**src/rtl/wcpd_pkg.sv**
```systemverilog
// package: constants, shared types and bit-level helper functions of the packet decoder
package wcpd_pkg;

  localparam int unsigned PktLen    = 24;
  localparam int unsigned BodyFirst = 8;
  localparam int unsigned WalkLen   = 12;
  localparam int unsigned PosW      = $clog2(PktLen + 1);
  localparam int unsigned StoreDepth = PktLen - BodyFirst;
  localparam int unsigned StoreAw   = $clog2(StoreDepth);
  localparam int unsigned WalkCntW  = $clog2(WalkLen + 1);

  localparam logic [6:0]  LFSR_SEED = 7'h6F;
  localparam logic [6:0]  LFSR_TAPS = 7'h11;
  localparam logic [15:0] CRC_POLY  = 16'h1021;
  localparam logic [15:0] CRC_INIT  = 16'hFFFF;

  // raw command bytes
  localparam logic [7:0] CMD_ON         = 8'h10;
  localparam logic [7:0] CMD_OFF        = 8'h11;
  localparam logic [7:0] CMD_NIGHT      = 8'h12;
  localparam logic [7:0] CMD_BRIGHTNESS = 8'h21;
  localparam logic [7:0] CMD_PAIR       = 8'h28;

  // decoded command kinds
  localparam logic [2:0] KIND_UNKNOWN    = 3'd0;
  localparam logic [2:0] KIND_ON         = 3'd1;
  localparam logic [2:0] KIND_OFF        = 3'd2;
  localparam logic [2:0] KIND_NIGHT      = 3'd3;
  localparam logic [2:0] KIND_BRIGHTNESS = 3'd4;
  localparam logic [2:0] KIND_PAIR       = 3'd5;

  typedef struct packed {
    logic               byte_en;    // take the item as packet byte pos
    logic               start;      // restart generator, prefix flag and chained crc
    logic [PosW-1:0]    pos;        // effective byte position of the item
    logic               walk_init;  // load the walk crc with ~seed
    logic               walk_step;  // fold the registered store byte into the walk crc
    logic [StoreAw-1:0] rd_addr;
    logic               load_out;   // move the decoded fields into the output register
  } ctrl_cmd_t;

  typedef struct packed {
    logic out_free;
  } dp_status_t;

  typedef struct packed {
    logic [7:0] mask;
    logic [6:0] lfsr;
  } whiten_t;

  function automatic whiten_t whiten(input logic [6:0] lfsr);
    logic [7:0] r;
    whiten_t    res;
    r = {1'b0, lfsr};
    res.mask = '0;
    for (int j = 0; j < 8; j++) begin
      r = {r[6:0], 1'b0};
      if (r[7]) begin
        r = r ^ {1'b0, LFSR_TAPS};
        res.mask[j] = 1'b1;
      end
      r[7] = 1'b0;
    end
    res.lfsr = r[6:0];
    return res;
  endfunction

  function automatic logic [7:0] bit_rev(input logic [7:0] v);
    logic [7:0] r;
    for (int j = 0; j < 8; j++) begin
      r[j] = v[7-j];
    end
    return r;
  endfunction

  // crc-16, msb first
  function automatic logic [15:0] crc_byte(input logic [15:0] crc, input logic [7:0] b);
    logic [15:0] c;
    c = crc ^ {b, 8'h00};
    for (int j = 0; j < 8; j++) begin
      if (c[15]) begin
        c = {c[14:0], 1'b0} ^ CRC_POLY;
      end else begin
        c = {c[14:0], 1'b0};
      end
    end
    return c;
  endfunction

  function automatic logic [7:0] prefix_byte(input logic [2:0] idx);
    logic [7:0] v;
    unique case (idx)
      3'd0:    v = 8'hAA;
      3'd1:    v = 8'h98;
      3'd2:    v = 8'h43;
      3'd3:    v = 8'hAF;
      3'd4:    v = 8'h0B;
      default: v = 8'h46;
    endcase
    return v;
  endfunction

  function automatic logic [2:0] cmd_kind(input logic [7:0] cmd);
    logic [2:0] k;
    unique case (cmd)
      CMD_ON:         k = KIND_ON;
      CMD_OFF:        k = KIND_OFF;
      CMD_NIGHT:      k = KIND_NIGHT;
      CMD_BRIGHTNESS: k = KIND_BRIGHTNESS;
      CMD_PAIR:       k = KIND_PAIR;
      default:        k = KIND_UNKNOWN;
    endcase
    return k;
  endfunction

endpackage

```
**src/rtl/wcpd_in_if.sv**
```systemverilog
// interface: input channel carrying one encoded packet byte per item
interface wcpd_in_if;
  logic       valid;
  logic       ready;
  logic [7:0] encoded_byte;
  logic       packet_start;

  modport source (output valid, output encoded_byte, output packet_start, input ready);
  modport sink   (input valid, input encoded_byte, input packet_start, output ready);
endinterface

```
**src/rtl/wcpd_out_if.sv**
```systemverilog
// interface: output channel carrying one decoded packet per item
interface wcpd_out_if;
  logic        valid;
  logic        ready;
  logic        prefix_ok;
  logic [7:0]  command_code;
  logic [2:0]  command_kind;
  logic [15:0] group_word;
  logic [23:0] arg_bytes;
  logic [7:0]  xmit_count;
  logic [15:0] seed_value;
  logic        r2_ok;
  logic [23:0] full_id;
  logic        crc_ok;
  logic        crc2_ok;

  modport source (
    output valid, output prefix_ok, output command_code, output command_kind,
    output group_word, output arg_bytes, output xmit_count, output seed_value,
    output r2_ok, output full_id, output crc_ok, output crc2_ok,
    input ready
  );
  modport sink (
    input valid, input prefix_ok, input command_code, input command_kind,
    input group_word, input arg_bytes, input xmit_count, input seed_value,
    input r2_ok, input full_id, input crc_ok, input crc2_ok,
    output ready
  );
endinterface

```
**src/rtl/wcpd_ctrl.sv**
```systemverilog
// controller: byte position, crc walk sequencing and output load
module wcpd_ctrl (
  input  logic                   clk_i,
  input  logic                   rst_ni,
  input  logic                   in_valid_i,
  input  logic                   packet_start_i,
  output logic                   in_ready_o,
  input  wcpd_pkg::dp_status_t   status_i,
  output wcpd_pkg::ctrl_cmd_t    cmd_o
);

  typedef enum logic [2:0] {
    ST_RUN  = 3'b001,
    ST_WALK = 3'b010,
    ST_LOAD = 3'b100
  } state_e;

  state_e                            state_q, state_d;
  logic [wcpd_pkg::PosW-1:0]         pos_q, pos_d, pos_eff;
  logic [wcpd_pkg::WalkCntW-1:0]     cnt_q, cnt_d;
  logic                              in_acc;

  assign in_ready_o = (state_q == ST_RUN);
  assign in_acc     = in_valid_i && in_ready_o;
  assign pos_eff    = packet_start_i ? '0 : pos_q;

  always_comb begin
    state_d = state_q;
    pos_d   = pos_q;
    cnt_d   = cnt_q;
    cmd_o   = '0;
    cmd_o.pos     = pos_eff;
    cmd_o.start   = packet_start_i;
    cmd_o.rd_addr = cnt_q[wcpd_pkg::StoreAw-1:0];
    unique case (state_q)
      ST_RUN: begin
        // past the last byte an item without a start mark is dropped
        if (in_acc && (pos_eff < wcpd_pkg::PosW'(wcpd_pkg::PktLen))) begin
          cmd_o.byte_en = 1'b1;
          pos_d = pos_eff + wcpd_pkg::PosW'(1);
          if (pos_eff == wcpd_pkg::PosW'(wcpd_pkg::PktLen - 1)) begin
            cmd_o.walk_init = 1'b1;
            cnt_d   = '0;
            state_d = ST_WALK;
          end
        end
      end
      ST_WALK: begin
        // count 0 only issues the first read
        cmd_o.walk_step = (cnt_q != '0);
        cnt_d = cnt_q + wcpd_pkg::WalkCntW'(1);
        if (cnt_q == wcpd_pkg::WalkCntW'(wcpd_pkg::WalkLen)) begin
          state_d = ST_LOAD;
        end
      end
      ST_LOAD: begin
        if (status_i.out_free) begin
          cmd_o.load_out = 1'b1;
          state_d = ST_RUN;
        end
      end
      default: begin
        state_d = ST_RUN;
      end
    endcase
  end

  always_ff @(posedge clk_i or negedge rst_ni) begin
    if (!rst_ni) begin
      state_q <= ST_RUN;
      pos_q   <= '0;
      cnt_q   <= '0;
    end else begin
      state_q <= state_d;
      pos_q   <= pos_d;
      cnt_q   <= cnt_d;
    end
  end

endmodule

```
**src/rtl/wcpd_datapath.sv**
```systemverilog
// datapath: de-whitening, prefix check, crcs, byte store and output register
module wcpd_datapath (
  input  logic                 clk_i,
  input  logic                 rst_ni,
  input  logic [7:0]           encoded_byte_i,
  input  wcpd_pkg::ctrl_cmd_t  cmd_i,
  output wcpd_pkg::dp_status_t status_o,
  wcpd_out_if.source           out_o
);

  logic [6:0]  lfsr_q, lfsr_d, lfsr_eff;
  logic        prefix_q, prefix_d, prefix_eff;
  logic [15:0] chain_q, chain_d, chain_eff;
  logic [15:0] walk_q, walk_d;
  logic [7:0]  plain;
  logic        in_chain;
  logic [wcpd_pkg::PosW-1:0] body_off;
  wcpd_pkg::whiten_t wh;

  logic [7:0] store_mem [wcpd_pkg::StoreDepth];
  logic [7:0] rdata_q;

  // captured plaintext bytes 8..14 and 16..23
  logic [7:0] b8_q, b9_q, b10_q, b11_q, b12_q, b13_q, b14_q, b16_q;
  logic [7:0] b17_q, b18_q, b19_q, b20_q, b21_q, b22_q, b23_q;

  logic out_valid_q;

  assign lfsr_eff   = cmd_i.start ? wcpd_pkg::LFSR_SEED : lfsr_q;
  assign prefix_eff = cmd_i.start ? 1'b1 : prefix_q;
  assign chain_eff  = cmd_i.start ? wcpd_pkg::CRC_INIT : chain_q;
  assign wh         = wcpd_pkg::whiten(lfsr_eff);
  assign plain      = wcpd_pkg::bit_rev(encoded_byte_i ^ wh.mask);
  assign body_off   = cmd_i.pos - wcpd_pkg::PosW'(wcpd_pkg::BodyFirst);
  // chained crc covers bytes 1-5 and 8-21
  assign in_chain   = ((cmd_i.pos >= 5'd1) && (cmd_i.pos <= 5'd5)) ||
                      ((cmd_i.pos >= 5'd8) && (cmd_i.pos <= 5'd21));

  always_comb begin
    lfsr_d   = lfsr_q;
    prefix_d = prefix_q;
    chain_d  = chain_q;
    if (cmd_i.byte_en) begin
      lfsr_d   = wh.lfsr;
      prefix_d = prefix_eff;
      chain_d  = chain_eff;
      if (cmd_i.pos < wcpd_pkg::PosW'(wcpd_pkg::BodyFirst)) begin
        prefix_d = prefix_eff && (plain == wcpd_pkg::prefix_byte(cmd_i.pos[2:0]));
      end
      if (in_chain) begin
        chain_d = wcpd_pkg::crc_byte(chain_eff, plain);
      end
    end
  end

  always_comb begin
    walk_d = walk_q;
    if (cmd_i.walk_init) begin
      walk_d = ~{b18_q, b19_q};
    end else if (cmd_i.walk_step) begin
      walk_d = wcpd_pkg::crc_byte(walk_q, rdata_q);
    end
  end

  always_ff @(posedge clk_i or negedge rst_ni) begin
    if (!rst_ni) begin
      lfsr_q   <= wcpd_pkg::LFSR_SEED;
      prefix_q <= 1'b1;
      chain_q  <= wcpd_pkg::CRC_INIT;
    end else begin
      lfsr_q   <= lfsr_d;
      prefix_q <= prefix_d;
      chain_q  <= chain_d;
    end
  end

  always_ff @(posedge clk_i) begin
    walk_q <= walk_d;
  end

  // byte store for the seeded crc walk
  always_ff @(posedge clk_i) begin
    if (cmd_i.byte_en && (cmd_i.pos >= wcpd_pkg::PosW'(wcpd_pkg::BodyFirst))) begin
      store_mem[body_off[wcpd_pkg::StoreAw-1:0]] <= plain;
    end
  end

  always_ff @(posedge clk_i) begin
    rdata_q <= store_mem[cmd_i.rd_addr];
  end

  always_ff @(posedge clk_i) begin
    if (cmd_i.byte_en) begin
      unique case (cmd_i.pos)
        5'd8:    b8_q  <= plain;
        5'd9:    b9_q  <= plain;
        5'd10:   b10_q <= plain;
        5'd11:   b11_q <= plain;
        5'd12:   b12_q <= plain;
        5'd13:   b13_q <= plain;
        5'd14:   b14_q <= plain;
        5'd16:   b16_q <= plain;
        5'd17:   b17_q <= plain;
        5'd18:   b18_q <= plain;
        5'd19:   b19_q <= plain;
        5'd20:   b20_q <= plain;
        5'd21:   b21_q <= plain;
        5'd22:   b22_q <= plain;
        5'd23:   b23_q <= plain;
        default: ;
      endcase
    end
  end

  // output register
  always_ff @(posedge clk_i or negedge rst_ni) begin
    if (!rst_ni) begin
      out_valid_q <= 1'b0;
    end else if (cmd_i.load_out) begin
      out_valid_q <= 1'b1;
    end else if (out_o.ready) begin
      out_valid_q <= 1'b0;
    end
  end

  always_ff @(posedge clk_i) begin
    if (cmd_i.load_out) begin
      out_o.prefix_ok    <= prefix_q;
      out_o.command_code <= b8_q;
      out_o.command_kind <= wcpd_pkg::cmd_kind(b8_q);
      out_o.group_word   <= {b10_q, b9_q};
      out_o.arg_bytes    <= {b13_q, b12_q, b11_q};
      out_o.xmit_count   <= b14_q;
      out_o.seed_value   <= {b18_q, b19_q};
      out_o.r2_ok        <= (b17_q == b19_q);
      out_o.full_id      <= {b16_q ^ b19_q, b10_q, b9_q};
      out_o.crc_ok       <= (walk_q == {b20_q, b21_q});
      out_o.crc2_ok      <= (chain_q == {b22_q, b23_q});
    end
  end

  assign out_o.valid       = out_valid_q;
  assign status_o.out_free = !out_valid_q || out_o.ready;

endmodule

```
**src/rtl/whitened_crc_packet_decoder_unit.sv**
```systemverilog
// top level: whitened crc packet decoder, controller plus datapath
// Usage:
//   in_i carries one encoded packet byte per item with a start mark on byte 0;
//   the start mark restarts the decode at any point. Without one, bytes after
//   byte 23 are taken and dropped.
//   out_o carries one decoded packet per item: fields, prefix and crc flags.
// Byte flow:
//   bytes 0-22 are taken back to back. Byte 23 starts the seeded crc walk over
//   the twelve stored bytes 8-19, one store read per cycle with a registered
//   read port; in_i.ready stays low from byte 23 until the result is loaded
//   into the output register.
// Stall:
//   the result sits in an output register, so the next packet is taken while
//   it waits; a second result waits in the controller, with in_i.ready low,
//   until out_o.ready frees the register.
// Reset:
//   rst_ni clears position, whitening generator, prefix flag, chained crc and
//   the output valid; a byte without a start mark after reset is byte 0.
module whitened_crc_packet_decoder_unit (
  input  logic      clk_i,
  input  logic      rst_ni,
  wcpd_in_if.sink   in_i,
  wcpd_out_if.source out_o
);

  wcpd_pkg::ctrl_cmd_t  cmd;
  wcpd_pkg::dp_status_t status;

  wcpd_ctrl u_ctrl (
    .clk_i          (clk_i),
    .rst_ni         (rst_ni),
    .in_valid_i     (in_i.valid),
    .packet_start_i (in_i.packet_start),
    .in_ready_o     (in_i.ready),
    .status_i       (status),
    .cmd_o          (cmd)
  );

  wcpd_datapath u_datapath (
    .clk_i          (clk_i),
    .rst_ni         (rst_ni),
    .encoded_byte_i (in_i.encoded_byte),
    .cmd_i          (cmd),
    .status_o       (status),
    .out_o          (out_o)
  );

endmodule
```
**src/flat_wrapper.sv**
```systemverilog
// flat-port wrapper written by rule: the top's interface ports become plain ports
module whitened_crc_packet_decoder_unit_flat 
  (clk_i, rst_ni, in_i_valid, in_i_encoded_byte, in_i_packet_start, in_i_ready, out_o_valid, out_o_prefix_ok, out_o_command_code, out_o_command_kind, out_o_group_word, out_o_arg_bytes, out_o_xmit_count, out_o_seed_value, out_o_r2_ok, out_o_full_id, out_o_crc_ok, out_o_crc2_ok, out_o_ready);
  wcpd_in_if in_i_i ();
  wcpd_out_if out_o_i ();
  input  logic clk_i;
  input  logic rst_ni;
  input wire logic [$bits(in_i_i.valid)-1:0] in_i_valid;
  input wire logic [$bits(in_i_i.encoded_byte)-1:0] in_i_encoded_byte;
  input wire logic [$bits(in_i_i.packet_start)-1:0] in_i_packet_start;
  output wire logic [$bits(in_i_i.ready)-1:0] in_i_ready;
  output wire logic [$bits(out_o_i.valid)-1:0] out_o_valid;
  output wire logic [$bits(out_o_i.prefix_ok)-1:0] out_o_prefix_ok;
  output wire logic [$bits(out_o_i.command_code)-1:0] out_o_command_code;
  output wire logic [$bits(out_o_i.command_kind)-1:0] out_o_command_kind;
  output wire logic [$bits(out_o_i.group_word)-1:0] out_o_group_word;
  output wire logic [$bits(out_o_i.arg_bytes)-1:0] out_o_arg_bytes;
  output wire logic [$bits(out_o_i.xmit_count)-1:0] out_o_xmit_count;
  output wire logic [$bits(out_o_i.seed_value)-1:0] out_o_seed_value;
  output wire logic [$bits(out_o_i.r2_ok)-1:0] out_o_r2_ok;
  output wire logic [$bits(out_o_i.full_id)-1:0] out_o_full_id;
  output wire logic [$bits(out_o_i.crc_ok)-1:0] out_o_crc_ok;
  output wire logic [$bits(out_o_i.crc2_ok)-1:0] out_o_crc2_ok;
  input wire logic [$bits(out_o_i.ready)-1:0] out_o_ready;
  assign in_i_i.valid = in_i_valid;
  assign in_i_i.encoded_byte = in_i_encoded_byte;
  assign in_i_i.packet_start = in_i_packet_start;
  assign in_i_ready = in_i_i.ready;
  assign out_o_valid = out_o_i.valid;
  assign out_o_prefix_ok = out_o_i.prefix_ok;
  assign out_o_command_code = out_o_i.command_code;
  assign out_o_command_kind = out_o_i.command_kind;
  assign out_o_group_word = out_o_i.group_word;
  assign out_o_arg_bytes = out_o_i.arg_bytes;
  assign out_o_xmit_count = out_o_i.xmit_count;
  assign out_o_seed_value = out_o_i.seed_value;
  assign out_o_r2_ok = out_o_i.r2_ok;
  assign out_o_full_id = out_o_i.full_id;
  assign out_o_crc_ok = out_o_i.crc_ok;
  assign out_o_crc2_ok = out_o_i.crc2_ok;
  assign out_o_i.ready = out_o_ready;
  whitened_crc_packet_decoder_unit u_core (.clk_i(clk_i), .rst_ni(rst_ni), .in_i(in_i_i), .out_o(out_o_i));
endmodule
```
**config.mk**
```make
export PLATFORM = sky130hd
export DESIGN_NAME = whitened_crc_packet_decoder_unit_flat
export DESIGN_NICKNAME = d
export VERILOG_FILES = /design/src/rtl/wcpd_pkg.sv /design/src/rtl/wcpd_in_if.sv /design/src/rtl/wcpd_out_if.sv /design/src/rtl/wcpd_ctrl.sv /design/src/rtl/wcpd_datapath.sv /design/src/rtl/whitened_crc_packet_decoder_unit.sv /design/src/flat_wrapper.sv
export SDC_FILE = /design/constraint.sdc
export NUM_CORES = 1
export LEC_CHECK = 0
export BUFFER_PORTS_ARGS = -buffer_cell sky130_fd_sc_hd__clkbuf_2
export CAP_MARGIN = 20
export CORE_UTILIZATION = 60
export CTS_CLUSTER_SIZE = 24
export DETAILED_ROUTE_END_ITERATION = 10
export PLACE_DENSITY = 0.8
export REMOVE_ABC_BUFFERS = 1
export SYNTH_ARGS = -nofsm -noshare
export SYNTH_HDL_FRONTEND = slang
export SYNTH_SLANG_ARGS = --single-unit
```
**constraint.sdc**
```tcl
create_clock -name clk_i -period 14.45 [get_ports clk_i]
set_input_delay 1.445 -clock clk_i [delete_from_list [all_inputs] [get_ports clk_i]]
set_output_delay 1.445 -clock clk_i [all_outputs]
set_load 0.02 [all_outputs]
```
==> qor.yml, run 1 <==
run_status:
  outcome: "finished clean"
placement:
  io_buffers: 117
  gp_congestion: 0.8255
  place_ws_ns: 9.628
  dp.cells: 1301
  dp_hpwl_mm: 18.73
  place_area_sq_um: 16520
yosys:
  synth-main-ff-cell: "edfxtp_1"
  synth_top_area_share_pct: 67.70
  avgSynthCellArea_sq_um: 17.55
  yosysWarnings: 0
  synth_cell_types: 56
  synth_edf_count: 351
  synth_area_leaders: "edfxtp_1 68%, mux4_2 5.8%, xnor2_1 4.6%"
  synth_area_leader_cell: "edfxtp_1"
  ys_async_sr_fraction_pct: 9.343
  synth_most_common_cell: "edfxtp_1"
  synthTopCellsByCount: "351 x edfxtp_1, 81 x xnor2_1, 62 x nor2_1"
  synth-seq-cells: 396
  netlist_area_sq_um: 15570
  ys_seq_area_share_pct: 74.86
  syn_inst: 887
drt:
  drtIter0Drc: 878
  ant_nets: 0
  wl_met1_mm: 13.58
  avgViaCountPerCell: 5.903
  dr.pass1.iters: 5
  vias: 8122
  dr_wl_met2_mm: 15.33
  route.met3.wl_mm: 1.829
  finalWirelength_mm: 31.22
  wl_per_cell_um: 22.69
  top_layer_used: "met4"
  route.detailed.drc: 0
critical_path:
  critPathKind: "in2reg"
  arrival_ns: 4.79
  worstPathMaxFanout: 37
  crit_path_start_kind: "input port"
  cp-end-kind: "register"
  cp.required_ns: 14.82
clock_network:
  cts.clk_slew.worst_paths_ns: 0.06
  clockBufferDepth: 3
  cts_resized: 0
  clock-sinks: 396
  postCtsHoldBufs: 0
  cts_setup_buffers: 0
  cts_tree: "done"
  cts_made_buffers: 39
  h-tree-depth: 2
  insertion_delay_ns: 0.53
  clockRootBuffer: "clkbuf_16"
sta:
  hold_viol: 0
  setup_viol: 0
  period_needed_ns: 4.423
  whs_ns: 0.4149
  max_freq_mhz: 226.1
  tns_ns: 0
  finalWorstSetupSlack_ns: 10.03
  max_slew_margin_pct: 37.24
  clock_skew_ns: 0.01580
  tightestPinTransition_ns: 0.9380
  rsz0062_at_grt: "false"
  maxSlewViolCount: 0
  finalCritPeriodShare_pct: 30.61
grt:
  antenna_found_initial: 0
  grt_first_pass_wirelength_mm: 47.81
  grt_pass1_vias: 8044
  grt_overflow: 0
  grt_max_degree: 51
  grtUsageTotal_pct: 24.41
floorplanning:
  die_h_um: 163.1
  num_rows: 58
  core_sq_um: 25330
  dieWidth_um: 163.1
  num_io_pins: 118
  dieArea_sq_um: 26600
  initial_utilization_pct: 61.48
power:
  ir_drop_mv: 0.2228
  power_mw: 2.825
  power.density_nw_per_um2: 158.9
  p_leak_nw: 6.158
run:
  drv_cap: 0
layout:
  fin_util_pct: 70.18
  final_cells: 1376
  final_area_sq_um: 17770
  fin_nets: 1038
  area_growth_pct: 14.16
  diodes: 0
  layout-drive-gt1-share_pct: 26.29
  fillers: 1555
hold_path:
  hold_path.class: "reg2reg"
critical path: stages:
cell and delay, ns:
clkbuf_2 0.47, inv_1 0.52, nand2_1 0.17, inv_1 0.16, ha_1 0.35, nor2b_1 0.17
nand4_1 0.48, inv_2 0.70, nor2_1 0.15, a21oi_1 0.16
cells in the final DEF (no fill, tap or decap), types with 9 or more instances in the layout:
cell type / instances
nand2_1: 32
mux4_2: 40
clkbuf_1: 12
o21ai_0: 17
buf_4: 16
dfrtp_1: 11
xnor2_1: 80
edfxtp_1: 351
a21oi_1: 31
clkbuf_16: 40
dfstp_2: 24
nor3b_1: 9
and2_1: 13
nor2_1: 61
xor2_1: 35
nand4_1: 15
clkbuf_2: 117
layout make-up:
type	instances	area [sq um]	area share, %
clock buffer	55	1087	6.117
clock inverter	15	115.1	0.6476
tap	330	412.9	2.323
inverter	9	33.78	0.1901
multi-input combinational	432	3701	20.82
sequential	396	11660	65.59
timing repair buffer	139	765.7	4.308
state kept, by name (all words and copies together), names as in the netlist, 9 cells and up:
| name | count |
|---|---|
| u_core.u_datapath.store_mem | 128 |
| u_core.u_datapath.out_o.group_word | 15 |
| u_core.u_datapath.walk_q | 16 |
| u_core.u_datapath.out_o.seed_value | 16 |
| u_core.u_datapath.out_o.full_id | 9 |
| u_core.u_datapath.chain_q | 16 |
| u_core.u_datapath.out_o.arg_bytes | 24 |
logic make-up (layout without fill, tap and decap cells):
kind of cell	Yosys count	in the layout	synth area share, %
flip-flops	396	396	74.86
AND/OR/NAND/NOR	176	176	5.762
XOR/XNOR	126	126	7.506
AO/OA/AOI/OAI	79	79	3.207
buffers and inverters	59	218	2.041
multiplexers	43	43	5.979
adder cells (fa/ha/maj)	8	8	0.6429
path summary, 6_finish.rpt:
path	slack, ns	end	cells past startpoint	from
setup / recovery	10.03	u_core.u_datapath.walk_q[1]	10	in_i_packet_start
hold / removal	0.41	u_core.u_datapath.out_o.arg_bytes[7]	0	u_core.u_datapath.b11_q[7]
setup reg to reg	11.43	u_core.u_datapath.walk_q[1]	7	u_core.u_ctrl.pos_q[1]
hold reg to reg	0.41	u_core.u_datapath.out_o.arg_bytes[7]	0	u_core.u_datapath.b11_q[7]
max in group asynchronous	13.09	u_core.u_ctrl.cnt_q[1]	2	rst_ni
min in group asynchronous	0.97	u_core.u_ctrl.pos_q[1]	2	rst_ni
routing by layer:
metal / GRT usage (%) / vias up
li1: - / 3598
met1: 36.03 / 4192
met2: 38.82 / 296
met3: 3.428 / 36
met4: 6.457 / 0
met5: 0 / -
where the power goes:
group / switching [mW] / internal (mW) / total (mW)
registers: 0.0424 / 1.38 / 1.43
logic: 0.279 / 0.165 / 0.443
clock network: 0.411 / 0.545 / 0.956
total: 0.732 / 2.09 / 2.82
No activity file was read; power rests on OpenSTA's default activity.
==> inputs of run 2 (changes only) <==
Settings changed: CORE_UTILIZATION 60 to 54, PLACE_DENSITY 0.8 to 0.76.
Clock period 14.45 ns to 3.7 ns, I/O delays scaled along.
==> qor.yml, run 2 (synthesis gave the netlist of run 1 again) <==
run_status:
  outcome: "finished clean"
power:
  ir_drop_mv: 0.4883  # +120%
  power.density_nw_per_um2: 619.6  # +290%
  comb_power_share_pct: 15.9  # +0.2 points
  pwr-share-clk_pct: 34.0  # +0.2 points
  power_mw: 11.11  # +290%
  p_leak_nw: 6.215  # +0.94%
  power.sequential.fraction_pct: 50.1  # -0.4 points
  switching_share_pct: 26.17  # +0.24 points
  power_switching_mw: 2.908  # +300%
  p_int_mw: 8.204  # +290%
drt:
  vias: 8077  # -0.55%
  dr_wl_met2_mm: 14.89  # -2.9%
  drtIter0Drc: 866  # -1.4%
  dr.pass1.iters: 5  # unchanged
  avgViaCountPerCell: 5.632  # -4.6%
  wl_met1_mm: 13.54  # -0.29%
  route.detailed.drc: 0  # unchanged
  finalWirelength_mm: 31.25  # about the same
  ant_nets: 0  # unchanged
  route.met3.wl_mm: 2.069  # +13%
  wl_per_cell_um: 21.79  # -4.0%
  top_layer_used: "met4"
placement:
  place_area_sq_um: 16680  # +0.99%
  place_ws_ns: 0.8028  # -8.825 ns
  dp.cells: 1361  # +4.6%
  dp_hpwl_mm: 19.59  # +4.6%
  io_buffers: 117  # unchanged
  gp_congestion: 0.8281  # +0.31%
critical_path:
  crit_path_start_kind: "register"
  critPathKind: "reg2reg"
  worstPathMaxFanout: 9  # -76%
  cp-end-kind: "register"
  cp.required_ns: 4.14  # -10.68 ns
  arrival_ns: 3.20  # -1.59 ns
clock_network:
  cts_made_buffers: 39  # unchanged
  h-tree-depth: 2  # unchanged
  clock-sinks: 396  # unchanged
  clockRootBuffer: "clkbuf_16"
  cts_tree: "done"
  insertion_delay_ns: 0.53  # about the same
  cts.clk_slew.worst_paths_ns: 0.06  # about the same
  clockBufferDepth: 3  # unchanged
  cts_setup_buffers: 0  # unchanged
layout:
  fin_util_pct: 63.86  # -6.3 points
  fillers: 2007  # +29%
  final_common_cell: "edfxtp_1"
  diodes: 0  # unchanged
  area_growth_pct: 15.20
  largest_reg_flops: 128  # unchanged
  fin_nets: 1047  # +0.87%
  final_area_sq_um: 17940  # +0.91%
  layout-drive-gt1-share_pct: 26.89  # +0.60 points
  final_cell_mix: "351 x edfxtp_1, 117 x clkbuf_2, 80 x xnor2_1, 61 x nor2_1, 40 x mux4_2"
  final_cells: 1434  # +4.2%
sta:
  whs_ns: 0.2350  # -0.1799 ns
  tns_ns: 0  # unchanged
  tightestPinTransition_ns: 0.9369  # -0.001131 ns
  setup_viol: 0  # unchanged
  hold_viol: 0  # unchanged
  max_freq_mhz: 362.2
  max_slew_margin_pct: 37.54  # +0.31 points
  period_needed_ns: 2.761
  finalWorstSetupSlack_ns: 0.9390  # -9.088 ns
  clock_skew_ns: 0.01210  # -0.003695 ns
  maxSlewViolCount: 0  # unchanged
  finalCritPeriodShare_pct: 74.62
  rsz0062_at_grt: "false"
floorplanning:
  num_io_pins: 118  # unchanged
  dieWidth_um: 171.8  # +5.3%
  die_h_um: 171.8  # +5.3%
  dieArea_sq_um: 29520  # +11%
  initial_utilization_pct: 55.43  # -6.0 points
  num_rows: 61  # +5.2%
  core_sq_um: 28090  # +11%
hold_path:
  hold_path.class: "in2reg"
grt:
  grtUsageTotal_pct: 21.90  # -2.5 points
  grt_first_pass_wirelength_mm: 46.80  # -2.1%
  grt_overflow: 0  # unchanged
  grt_pass1_vias: 7725  # -4.0%
  grt_max_degree: 52  # +2.0%
  antenna_found_initial: 0  # unchanged
run:
  drv_cap: 0  # unchanged
[run 2: worst paths after layout]
| kind | startpoint | endpoint | slack, ns | depth (start not counted) |
|---|---|---|---|---|
| setup / recovery | u_core.u_ctrl.pos_q[1] | u_core.u_datapath.prefix_q | 0.94 | 8 |
| hold / removal | in_i_encoded_byte[1] | u_core.u_datapath.b9_q[6] | 0.23 | 2 |
| setup reg to reg | u_core.u_ctrl.pos_q[1] | u_core.u_datapath.prefix_q | 0.94 | 8 |
| hold reg to reg | u_core.u_datapath.b13_q[5] | u_core.u_datapath.out_o.arg_bytes[21] | 0.42 | 0 |
| max in group asynchronous | rst_ni | u_core.u_datapath.chain_q[2] | 2.93 | 3 |
| min in group asynchronous | rst_ni | u_core.u_datapath.lfsr_q[4] | 0.24 | 2 |
[run 2: what timing repair did]
item	in CTS	in global routing
resized for setup	0	0
endpoints found under the hold margin	0	8
hold buffers	0	1
endpoints found under the setup margin	0	0
[run 2: worst max-delay path, cell delays in order (launching register included)]
cell and delay [ns]:
dfrtp_1 0.46, nor2b_1 0.30, inv_1 0.10, ha_1 0.30, or3_1 0.45, and3_1 0.22
or4_1 0.47, o2bb2ai_1 0.13, o31ai_1 0.24
[run 2: power by group through the flow]
stage	logic [mW]	clock network, mW	registers (mW)
final	1.77	3.78	5.57
after global routing	1.91	4.02	5.58
after CTS	1.76	3.85	5.57
after detailed placement	1.75	0	5.66
after global placement	1.72	0	5.65
after floorplan	1.09	0	5.62
[run 2: metal layers]
metal  track usage (%)  vias up
li1                  -     3611
met3             3.682       61
met2             33.78      318
met5                 0        -
met4             7.157        0
met1             32.04     4087
[run 2: layout make-up]
class	count	area, sq um	share of cell area (%)
Timing Repair Buffer	148	845.8	4.716
Tap cell	378	473.0	2.637
Clock buffer	59	1101	6.139
Clock inverter	12	123.9	0.6906
Inverter	9	33.78	0.1883
Sequential cell	396	11660	64.99
Multi-Input combinational cell	432	3701	20.63
==> inputs of run 3 (changes only) <==
Clock period 3.7 ns to 2.2 ns, I/O delays scaled along.
==> qor.yml, run 3 (synthesis gave the netlist of run 1 again) <==
layout:
  fillers: 1867  # -7.0%
  multiInputGateArea_sq_um: 3820  # +3.2%
  final_cell_mix: "351 x edfxtp_1, 117 x clkbuf_2, 80 x xnor2_1, 75 x buf_4, 59 x nor2_1"
  largest_reg_flops: 128  # unchanged
  final_common_cell: "edfxtp_1"
  diodes: 0  # unchanged
  regArea_sq_um: 11660  # unchanged
  fin_nets: 1112  # +6.2%
  fin_util_pct: 66.84  # +3.0 points
  area_growth_pct: 20.58
  layout-drive-gt1-share_pct: 32.98  # +6.1 points
critical_path:
  cp_slowest_stage_delay_ns: 0.50  # +0.03 ns
  critPathSlowestCell: "or4_1"
  path_cells: "nor2b_4 -> buf_6 -> ha_4 -> or3_4 -> and3_4 -> or4_1 -> o2bb2ai_1 -> o31ai_1"
  cp.required_ns: 2.63  # -1.51 ns
  cp-end-kind: "register"
  crit_path_start_kind: "register"
  critPathKind: "reg2reg"
  worstPathMaxFanout: 3  # -6
  arrival_ns: 2.74  # -0.46 ns
drt:
  vias: 8260  # +2.3%
  finalWirelength_mm: 32.43  # +3.8%
  wl_per_cell_um: 21.66  # -0.60%
  ant_nets: 0  # unchanged
  route.detailed.drc: 0  # unchanged
  avgViaCountPerCell: 5.518  # -2.0%
  dr.pass1.iters: 5  # unchanged
  drtIter0Drc: 650  # -25%
floorplanning:
  dieArea_sq_um: 29520  # unchanged
  num_io_pins: 118  # unchanged
  core_sq_um: 28090  # unchanged
  die_h_um: 171.8  # unchanged
  dieWidth_um: 171.8  # unchanged
  initial_utilization_pct: 55.43  # unchanged
  num_rows: 61  # unchanged
sta:
  hold_viol: 0  # unchanged
  whs_ns: 0.08299  # -0.1520 ns
  max_slew_margin_pct: 64.46  # +27 points
  clock_skew_ns: 0.01172  # -0.0003868 ns
  max_freq_mhz: 434.6  # +20%
  rsz0062_at_grt: "true"
  tns_ns: -0.4236  # -0.4236 ns
  maxSlewViolCount: 0  # unchanged
  tightestPinTransition_ns: 0.5331  # -0.4038 ns
  setup_viol: 9  # +9
  finalWorstSetupSlack_ns: -0.1009  # -1.040 ns
  period_needed_ns: 2.301  # -0.4601 ns
  finalCritPeriodShare_pct: 104.6  # +30 points
run_status:
  outcome: "finished with violations"
  violations: "negative setup slack"
grt:
  grt_overflow: 0  # unchanged
  antenna_found_initial: 1  # +1
  grt_max_degree: 52  # unchanged
  grt_first_pass_wirelength_mm: 47.75  # +2.0%
  grtUsageTotal_pct: 22.38  # +0.47 points
  grt_pass1_vias: 8255  # +6.9%
placement:
  gp_congestion: 0.8477  # +2.4%
  place_ws_ns: -0.1605  # -0.9632 ns
  dp_hpwl_mm: 20.59  # +5.1%
  io_buffers: 117  # unchanged
clock_network:
  cts.clk_slew.worst_paths_ns: 0.06  # about the same
  h-tree-depth: 2  # unchanged
  clockRootBuffer: "clkbuf_16"
  clockBufferDepth: 3  # unchanged
  clock-sinks: 396  # unchanged
  cts_tree: "done"
  insertion_delay_ns: 0.52  # about the same
  cts_made_buffers: 38  # -2.6%
power:
  p_leak_nw: 6.606  # +6.3%
  ir_drop_mv: 0.7675  # +57%
  power.density_nw_per_um2: 1008  # +63%
run:
  drv_cap: 0  # unchanged
hold_path:
  hold_path.class: "in2reg"
==> run 3: cell types whose count changed in the layout (fill, tap and decap cells not counted), sizes merged <==
cell      change
buf          +66
bufinv        +2
clkinvlp      +1
inv           +1
clkbuf        -5
clkinv        -2
==> run 3: layout make-up <==
cell class	count	share of cell area (%)
Clock buffer	54	5.711
Clock inverter	14	0.8197
Inverter	9	0.1933
Multi-Input combinational cell	432	20.35
Sequential cell	396	62.09
Tap cell	378	2.519
Timing Repair Buffer	214	8.317
==> run 3: final timing paths <==
| check | from | to | slack [ns] | cells past startpoint |
|---|---|---|---|---|
| min reg2reg | u_core.u_datapath.b12_q[3] | u_core.u_datapath.out_o.arg_bytes[11] | 0.42 | 0 |
| min | out_o_ready | u_core.u_datapath.out_o.valid | 0.08 | 3 |
| max in group asynchronous | rst_ni | u_core.u_datapath.lfsr_q[1] | 1.41 | 3 |
| min in group asynchronous | rst_ni | u_core.u_datapath.out_o.valid | 0.16 | 2 |
| max reg2reg | u_core.u_ctrl.pos_q[1] | u_core.u_datapath.prefix_q | -0.10 | 8 |
| max | u_core.u_ctrl.pos_q[1] | u_core.u_datapath.prefix_q | -0.10 | 8 |
==> run 3: worst max-delay path: cells and delay by family, from the launching register on <==
kind,cells,cell delay [ns]
buffers and inverters,1,0.13
adders and majority gates,1,0.15
AOI/OAI and AO/OA,2,0.34
and+or+nand+nor,4,1.20
DFF,1,0.40
==> run 3: routing by layer <==
layer	wire, um	GRT usage [%]	vias to the layer above	part of all wire (%)
met3	1814	3.705	52	5.6
met5	15	0	-	0.046
met2	16190	37.09	283	50
li1	-	-	3734	-
met1	13690	30.36	4189	42
met4	726	7.464	2	2.2
==> run 3: timing repair <==
item,in CTS,in global routing
resized for setup,16,14
pin swaps,6,4
hold buffers,1,0
hold endpoints to repair,14,0
setup buffers,1,1
setup endpoints to repair,68,211
==> run 3: per-stage QoR <==
step,instances,area (sq um),power (mW)
2_1_floorplan,837,15290,11.29
5_1_grt,1497,18770,19.60
4_1_cts,1496,18700,19.01
3_5_place_dp,1426,17390,12.63
3_3_place_gp,1426,17390,12.56
6_report,1497,18770,18.93
==> run 3: report_power, final <==
| part | switching (mW) | internal [mW] | leakage (nW) |
|---|---|---|---|
| registers | 0.296 | 9.08 | 3.63 |
| clock network | 2.64 | 3.76 | 0.596 |
| logic | 1.87 | 1.29 | 2.38 |
